--- src/sv/dsam_pkg.sv ---
// ----------------------------------------------------------------------------
// dsam_pkg: shared types and constants for the dual-stream audio mixer
// Field widths, mix mode codes and configuration register indexes.
// ----------------------------------------------------------------------------
package dsam_pkg;

  localparam int SAMPLE_W  = 16;
  localparam int CODE_W    = 12;
  localparam int FACTOR_W  = 12;
  localparam int CRUSH_W   = 4;
  localparam int CFG_IDX_W = 3;
  localparam int CFG_DAT_W = 12;

  localparam logic [FACTOR_W-1:0] FACTOR_RESET = 12'd2048;

  typedef enum logic [2:0] {
    MODE_NONE   = 3'd0,
    MODE_FIRST  = 3'd1,
    MODE_BLEND  = 3'd2,
    MODE_GLITCH = 3'd3,
    MODE_XOR    = 3'd4,
    MODE_AND    = 3'd5,
    MODE_RING   = 3'd6
  } mix_mode_t;

  typedef enum logic [CFG_IDX_W-1:0] {
    CFG_MUTE          = 3'd0,
    CFG_SINGLE_STREAM = 3'd1,
    CFG_MIX_MODE      = 3'd2,
    CFG_MIX_FACTOR    = 3'd3,
    CFG_CRUSH_BITS    = 3'd4
  } cfg_reg_t;

endpackage

--- src/sv/dual_stream_audio_mixer.sv ---
// ----------------------------------------------------------------------------
// dual_stream_audio_mixer: two-stream sample mixer with 12-bit DAC output
// Mixes two signed samples per beat, crushes low bits, converts to offset
// binary for a 12-bit converter.
// ----------------------------------------------------------------------------
// Channel   Handshake            Payload
// in        in_valid/in_ready    sample_a, sample_b, dither_bit
// out       out_valid/out_ready  dac_code
// cfg       cfg_we (no wait)     cfg_index, cfg_data
//
// One beat per cycle sustained while the output is not stalled; a beat passes the
// input register, then mixing logic into the output register that raises out_valid.
// The critical path is one 16x14 multiply plus a 16-bit add, the crush mask
// and the offset decrement.
// A stalled output holds its beat while the input register still takes one
// more beat. Muted beats are accepted and dropped. rst clears all valid flags,
// the configuration registers and the glitch stream select.
// ----------------------------------------------------------------------------
module dual_stream_audio_mixer (
  input  logic                            clk,
  input  logic                            rst,
  input  logic                            in_valid,
  output logic                            in_ready,
  input  logic [dsam_pkg::SAMPLE_W-1:0]   sample_a,
  input  logic [dsam_pkg::SAMPLE_W-1:0]   sample_b,
  input  logic                            dither_bit,
  output logic                            out_valid,
  input  logic                            out_ready,
  output logic [dsam_pkg::CODE_W-1:0]     dac_code,
  input  logic                            cfg_we,
  input  logic [dsam_pkg::CFG_IDX_W-1:0]  cfg_index,
  input  logic [dsam_pkg::CFG_DAT_W-1:0]  cfg_data
);
  import dsam_pkg::*;

  // configuration
  logic                mute;
  logic                single_stream;
  mix_mode_t           mix_mode;
  logic [FACTOR_W-1:0] mix_factor;
  logic [CRUSH_W-1:0]  crush_bits;

  // state
  logic stream_select;

  // input register
  logic                       s1_valid;
  logic signed [SAMPLE_W-1:0] s1_a;
  logic signed [SAMPLE_W-1:0] s1_b;
  logic                       s1_d;

  logic in_take;
  logic out_load;

  // mixing datapath
  logic [FACTOR_W:0]            wgt_a;
  logic signed [29:0]           prod_a;
  logic signed [28:0]           prod_b;
  logic signed [31:0]           prod_r;
  logic [SAMPLE_W-1:0]          blend_v;
  logic                         sel_next;
  logic [SAMPLE_W-1:0]          mix_v;
  logic [SAMPLE_W-1:0]          crush_mask;
  logic [SAMPLE_W-1:0]          crushed;
  logic [SAMPLE_W-1:0]          biased;
  logic [CODE_W-1:0]            dac_code_next;

  assign out_load = s1_valid && (!out_valid || out_ready);
  assign in_ready = !s1_valid || out_load;
  assign in_take  = in_valid && in_ready;

  always_ff @(posedge clk) begin
    if (rst) begin
      mute          <= 1'b0;
      single_stream <= 1'b0;
      mix_mode      <= MODE_NONE;
      mix_factor    <= FACTOR_RESET;
      crush_bits    <= '0;
    end else if (cfg_we) begin
      unique case (cfg_index)
        CFG_MUTE:          mute          <= cfg_data[0];
        CFG_SINGLE_STREAM: single_stream <= cfg_data[0];
        CFG_MIX_MODE:      mix_mode      <= mix_mode_t'(cfg_data[2:0]);
        CFG_MIX_FACTOR:    mix_factor    <= cfg_data[FACTOR_W-1:0];
        CFG_CRUSH_BITS:    crush_bits    <= cfg_data[CRUSH_W-1:0];
        default: ;
      endcase
    end
  end

  always_comb begin
    wgt_a   = (FACTOR_W+1)'(1 << FACTOR_W) - {1'b0, mix_factor};
    prod_a  = s1_a * $signed({1'b0, wgt_a});
    prod_b  = s1_b * $signed({1'b0, mix_factor});
    prod_r  = s1_a * s1_b;
    // floor shift by 12, only the low 16 bits of the sum survive
    blend_v = (prod_a[27:12] + prod_b[27:12]) ^ {{(SAMPLE_W-1){1'b0}}, s1_d};
    sel_next = stream_select ^ (s1_a == s1_b);

    if (single_stream) begin
      mix_v = s1_a;
    end else begin
      case (mix_mode)
        MODE_FIRST:  mix_v = s1_a;
        MODE_BLEND:  mix_v = blend_v;
        MODE_GLITCH: mix_v = sel_next ? s1_b : s1_a;
        MODE_XOR:    mix_v = s1_a ^ s1_b;
        MODE_AND:    mix_v = s1_a & s1_b;
        MODE_RING:   mix_v = prod_r[31:16];
        default:     mix_v = '0;
      endcase
    end

    crush_mask = {SAMPLE_W{1'b1}} << crush_bits;
    crushed    = mix_v & crush_mask;
    // v + 0x8000 as unsigned; code is (that - 1) >> 4, clamped at zero
    biased     = crushed ^ {1'b1, {(SAMPLE_W-1){1'b0}}};
    if (biased == '0) begin
      dac_code_next = '0;
    end else begin
      dac_code_next = CODE_W'((biased - SAMPLE_W'(1)) >> (SAMPLE_W - CODE_W));
    end
  end

  always_ff @(posedge clk) begin
    if (rst) begin
      s1_valid      <= 1'b0;
      out_valid     <= 1'b0;
      stream_select <= 1'b0;
    end else begin
      // drop muted beats at the door
      if (in_take) begin
        s1_valid <= !mute;
      end else if (out_load) begin
        s1_valid <= 1'b0;
      end

      if (out_load) begin
        out_valid <= 1'b1;
      end else if (out_ready) begin
        out_valid <= 1'b0;
      end

      if (out_load && !single_stream && mix_mode == MODE_GLITCH) begin
        stream_select <= sel_next;
      end
    end
  end

  always_ff @(posedge clk) begin
    if (in_take) begin
      s1_a <= sample_a;
      s1_b <= sample_b;
      s1_d <= dither_bit;
    end
    if (out_load) begin
      dac_code <= dac_code_next;
    end
  end

endmodule

--- config.mk ---
export PLATFORM = sky130hd
export DESIGN_NAME = dual_stream_audio_mixer
export DESIGN_NICKNAME = d
export VERILOG_FILES = /design/src/sv/dsam_pkg.sv /design/src/sv/dual_stream_audio_mixer.sv
export SDC_FILE = /design/constraint.sdc
export NUM_CORES = 2
export LEC_CHECK = 0
export BUFFER_PORTS_ARGS = -buffer_cell sky130_fd_sc_hd__buf_2
export CAP_MARGIN = 20
export CORE_MARGIN = 2
export CORE_UTILIZATION = 35
export CTS_BUF_LIST = sky130_fd_sc_hd__clkbuf_8
export CTS_CLUSTER_SIZE = 40
export DETAILED_ROUTE_END_ITERATION = 12
export GPL_ROUTABILITY_DRIVEN = 0
export SYNTH_ARGS = -nofsm -noshare
export SYNTH_HDL_FRONTEND = slang
export SYNTH_SLANG_ARGS = --single-unit
--- constraint.sdc ---
create_clock -name clk -period 10.4 [get_ports clk]
set_input_delay 0.52 -clock clk [delete_from_list [all_inputs] [get_ports clk]]
set_output_delay 0.52 -clock clk [all_outputs]
set_load 0.05 [all_outputs]
## Word-level counts from Yosys, hierarchy flattened

Cells that the tools add are included.

| storage, ports and cells | value |
|---|---|
| output and inout port bits | 14 |
| input port bits | 53 |
| flip-flop bits (word level) | 69 |

| cells by class | value |
|---|---|
| eq/ne operators | 11 |
| shift operators | 1 |
| add/sub/neg operators | 3 |
| $mul | 3 |
| bitwise operators | 6 |
| muxes and demuxes | 7 |
| reduce and logical (&&, ||, !) cells | 19 |

Operator list:

| cell | number |
|---|---|
| 16-bit one-hot mux with 6 select lines | 1 |
| 16-bit AND | 2 |
| 16-bit by 16-bit multiplier with 32-bit output | 1 |
| 16-bit 2-to-1 mux | 2 |
| 16-bit by 13-bit multiplier with 28-bit output | 1 |
| 16-bit by 14-bit multiplier with 28-bit output | 1 |
| 16-bit adder | 1 |
| 16-bit == test | 1 |
| 16-bit zero test | 1 |
| 16-bit by 4-bit left shift with 16-bit output (first input constant) | 1 |
| 16-bit by 1-bit subtractor with 16-bit output (second input constant) | 1 |
| 16-bit by 1-bit XOR with 16-bit output | 1 |
| 16-bit XOR | 1 |
| 13-bit by 12-bit subtractor with 13-bit output (first input constant) | 1 |
| 3-bit by 2-bit == test with 1-bit output (second input constant) | 4 |
| 3-bit == test (second input constant) | 4 |
| 2-bit AND reduction | 5 |
| 3-bit by 1-bit == test with 1-bit output (second input constant) | 2 |
| 1-bit logical AND | 4 |
| 1-bit zero test | 4 |
| 1-bit 2-to-1 mux | 4 |
| 2-bit nonzero test | 2 |
| 3-bit zero test | 1 |
| 1-bit logical OR | 2 |
| 2 further kinds | 2 |

## Depth between registers and ports, before layout

| depth | value |
|---|---|
| word-level depth | 9 |
| mapped depth | 43 |
| gate-level depth less buffers | 39 |

## Worst setup path before layout

No wires, ideal clock.

| path | value |
|---|---|
| path type | register to register |
| start | register mix_factor[5] |
| end | register dac_code[0] in the netlist's numbering, data pin |
| path slack | 344 ps |
| required time | 10127 ps |
| stages on the path, launching flop included | 38 |
| arrival | 9784 ps |
| buffers on the path | 3 |
| path through | dfxtp_1 -> clkbuf_1 -> nor4_1 -> nand2_1 -> nor3_1 -> xnor2_1 -> clkbuf_1 -> nand2_1 -> fa_1 -> fa_1 -> fa_1 -> inv_1 -> fa_1 -> fa_1 -> inv_1 -> fa_1 -> inv_1 -> ha_1 -> [2 not listed] -> or4b_1 -> or2_2 -> and3_1 -> o21ai_0 -> a21boi_0 -> o21a_1 -> nor2_1 -> ha_1 -> a2111oi_1 -> a2111oi_0 -> a2111oi_0 -> o21ai_0 -> a211o_1 -> nand3b_1 -> nor4_4 -> and4_1 -> buf_6 -> a22oi_1 |

| on the way | value |
|---|---|
| cells in the longest elaborated chain, start to end | 9 |
| elaborated cells between the ends (all ways) | 11 |
| classes of those cells | 3 x add/sub; 2 x mul; 2 x mux; 3 x bitwise; 1 x reduce/logical |

RTL lines:

| what | RTL line | source |
|---|---|---|
| start, declared | dual_stream_audio_mixer.sv:40 | `logic [FACTOR_W-1:0] mix_factor;` |
| start signal, assigned | dual_stream_audio_mixer.sv:84 | `CFG_MIX_FACTOR: mix_factor <= cfg_data[FACTOR_W-1:0];` |
| 13-bit by 12-bit subtractor with 13-bit output | dual_stream_audio_mixer.sv:92 | `wgt_a = (FACTOR_W+1)'(1 << FACTOR_W) - {1'b0, mix_factor};` |
| 16-bit by 14-bit multiplier with 28-bit output | dual_stream_audio_mixer.sv:93 | `prod_a = s1_a * $signed({1'b0, wgt_a});` |
| 16-bit adder * | dual_stream_audio_mixer.sv:97 | `blend_v = (prod_a[27:12] + prod_b[27:12]) ^ {{(SAMPLE_W-1){1'b0}}, s1_d};` |
| 16-bit by 1-bit XOR with 16-bit output * | dual_stream_audio_mixer.sv:97 |  |
| 16-bit one-hot mux with 6 select lines * | dual_stream_audio_mixer.sv:103 | `case (mix_mode)` |
| 16-bit 2-to-1 mux * | dual_stream_audio_mixer.sv:100 | `if (single_stream) begin` |
| 16-bit AND * | dual_stream_audio_mixer.sv:115 | `crushed = mix_v & crush_mask;` |
| parallel branches: the longest is 2 deep, another holds 16-bit by 1-bit subtractor with 16-bit output | -- |  |
| end signal, assigned | dual_stream_audio_mixer.sv:157 | `dac_code <= dac_code_next;` |
| end, declared | dual_stream_audio_mixer.sv:29 | `output logic [dsam_pkg::CODE_W-1:0] dac_code,` |

Every way passes the cells marked *.
A chain may end at the register's enable or synchronous reset.

## Final worst setup path

| path | value |
|---|---|
| start | register mix_factor[2] |
| end | register dac_code[0] in the netlist's numbering, data pin |

The elaborated chain is that of the path after synthesis.

==> out/results.ini <==
[global_route]
grt_pass1_wl_mm=133
first_global_vias=22743
globalRouteOverflowTotal=0
grt_max_degree=34
track_usage_pct=20.3
antenna_found_initial=6

[drt]
drt_first_iter_violations=1455
drtAntennaViolNets=0
drc_errors=0
vias_per_cell=5.06
wl_per_cell_um=19.3
drt-pass1-iter-count=6
routed_wl_mm=82.4
via_count=21604

[yosys]
postSynth.asyncResetShare_pct=0
synth_edf_count=45
synth_fp_nets=4111
ys.flop_type=edfxtp_1
avgSynthCellArea_um2=8.98
syn_inst=3192
ys_types=91
ys_ff_latch=69
seq_area_frac_synth_pct=6.39
yosysWarnings=0
synth_area_um2=28700

[finish]
final_cells=4272
drive_gt1_share_pct=7.66
final_cell_mix=inv_1, fa_1, nand2_1, and2_1, ha_1
n_antenna_cell=0
area_delta_synth_final_pct=7.41
layout_commonest_cell=inv_1
nets=4126

[place]
dp.final_hpwl_mm=67.2
port_buffers=66
placed_cells=4255

[die]
ios=67
dieArea_um2=84200
num_rows=104
die_h_um=290
coreArea_um2=80800
die_x_um=290
start_util_pct=35.5

[cts]
cts-hold-fix-buffers=0
clk_pin_slew_worst_paths_ns=0.10
cts_root_buffer=clkbuf_8
htreeDepth=3
cts_buffers=9
cts_buffer_depth=2
clock_latency_ns=0.41
cts_tree=yes
cts_sinks=69

[timing]
max_slew.worst_pin.slew_ns=1.20
slew-limit-headroom_pct=20.2
finalHoldViolCount=0
skew_ns=0.0343
rsz0062_at_grt=no
setup_viol=0
fin_crit_ns=9.88
drv_slew=0
fmax_ghz=0.101
post-route-period-util_pct=95.0

[setup_path]
critical_path.max_stage_delay_ns=0.54
crit_fanout=8
crit_top_cell=fa_1
critPathRequiredTime_ns=10.53
cp_data_arrival_time_ns=10.01
crit_type=flip-flop to flip-flop
startpoint_type=flip-flop
end_kind=flip-flop
crit_slowest_cell=fa_1

[job]
max_cap_viol_count=0

[outcome]
status=completed

[hold_path]
hp-class=primary input to flip-flop

registers in the layout (all words and copies together) (netlist names):
| signal | cells |
|---|---|
| crush_bits | 4 |
| dac_code | 12 |
| mix_factor | 12 |
| mix_mode | 3 |
| mute | 1 |
| out_valid | 1 |
| s1_a | 16 |
| s1_b | 16 |
| s1_d | 1 |
| s1_valid | 1 |
| single_stream | 1 |
| stream_select | 1 |
metal layers:
metal / global-route usage [%] / vias to the layer above / wire length (um)
li1: - / 9742 / -
met1: 28.3 / 11037 / 36200
met2: 32.7 / 695 / 37900
met3: 2.19 / 130 / 5050
met4: 7.15 / 0 / 3240
met5: 0 / - / 0
path summary, 6_finish.rpt:
check	start	to	slack [ns]	cells past startpoint
setup reg to reg	mix_factor[2]	dac_code[0]	0.52	37
hold reg to reg	single_stream	single_stream	0.51	2
setup / recovery	mix_factor[2]	dac_code[0]	0.52	37
hold / removal	sample_b[14]	s1_b[14]	0.29	1
cells in the mapped netlist, drive strengths merged (20+ instances only):
cell,count,share of area [%]
and2,297,6.5
a21oi,81,1.4
dfxtp,24,1.7
edfxtp,45,4.7
xnor2,56,1.7
nor2,84,1.1
o21ai,48,0.84
mux2i,24,0.84
nand2b,25,0.55
inv,721,9.4
xor2,20,0.64
clkbuf,148,1.9
fa,627,44
ha,239,10
nand2,409,5.4
nor3,33,0.58
nand3,27,0.47
cell type report:
cell class / count / area [um^2]
Inverter: 721 / 2710
Sequential cell: 69 / 1830
Clock buffer: 9 / 124
Clock inverter: 7 / 57.6
Tap cell: 1060 / 1330
Fill cell: 8198 / 50000
Timing Repair Buffer: 162 / 1050
Multi-Input combinational cell: 2244 / 23700
critical path: cells and delay by family, from the launching register on:
kind / cells / cell delay, ns
buffers and inverters: 6 / 0.63
adder cells (fa/ha/maj): 8 / 3.48
XOR/XNOR: 1 / 0.25
AO/OA/AOI/OAI: 10 / 2.19
flip-flops: 1 / 0.32
AND/OR/NAND/NOR: 12 / 2.76
what timing repair did:
item                                    CTS  global route
endpoints found under the setup margin   11            12
setup buffers                             0             1
pin swaps                                 0             5
resized for setup                         2            29
per-stage QoR:
step                      util (%)  hold WS (ns)  cell area [um^2]  setup TNS (ns)  setup slack (ns)
after floorplan                  -         0.454             28700               0             0.344
after global placement        37.7         0.480             30400               0            0.0126
after detailed placement      37.7         0.486             30400          -0.916            -0.112
after CTS                     37.9         0.263             30600               0            0.0173
after global routing          38.1         0.271             30800               0            0.0111
final                         38.1         0.290             30800               0             0.523
logic make-up (layout without fill, tap and decap cells):
group	count (synthesis)	after routing	share of synthesized area, %
AOI/OAI and AO/OA	297	297	7.06
xor gates and xnor gates	77	77	2.43
adders and majority gates	866	866	54.2
buffers and inverters	879	899	11.5
DFF	69	69	6.39
muxes	40	40	1.47
and+or+nand+nor	964	964	16.9
Power is not shown: default switching activity piles up to over one toggle a cycle in this logic, so the estimate is an artifact.
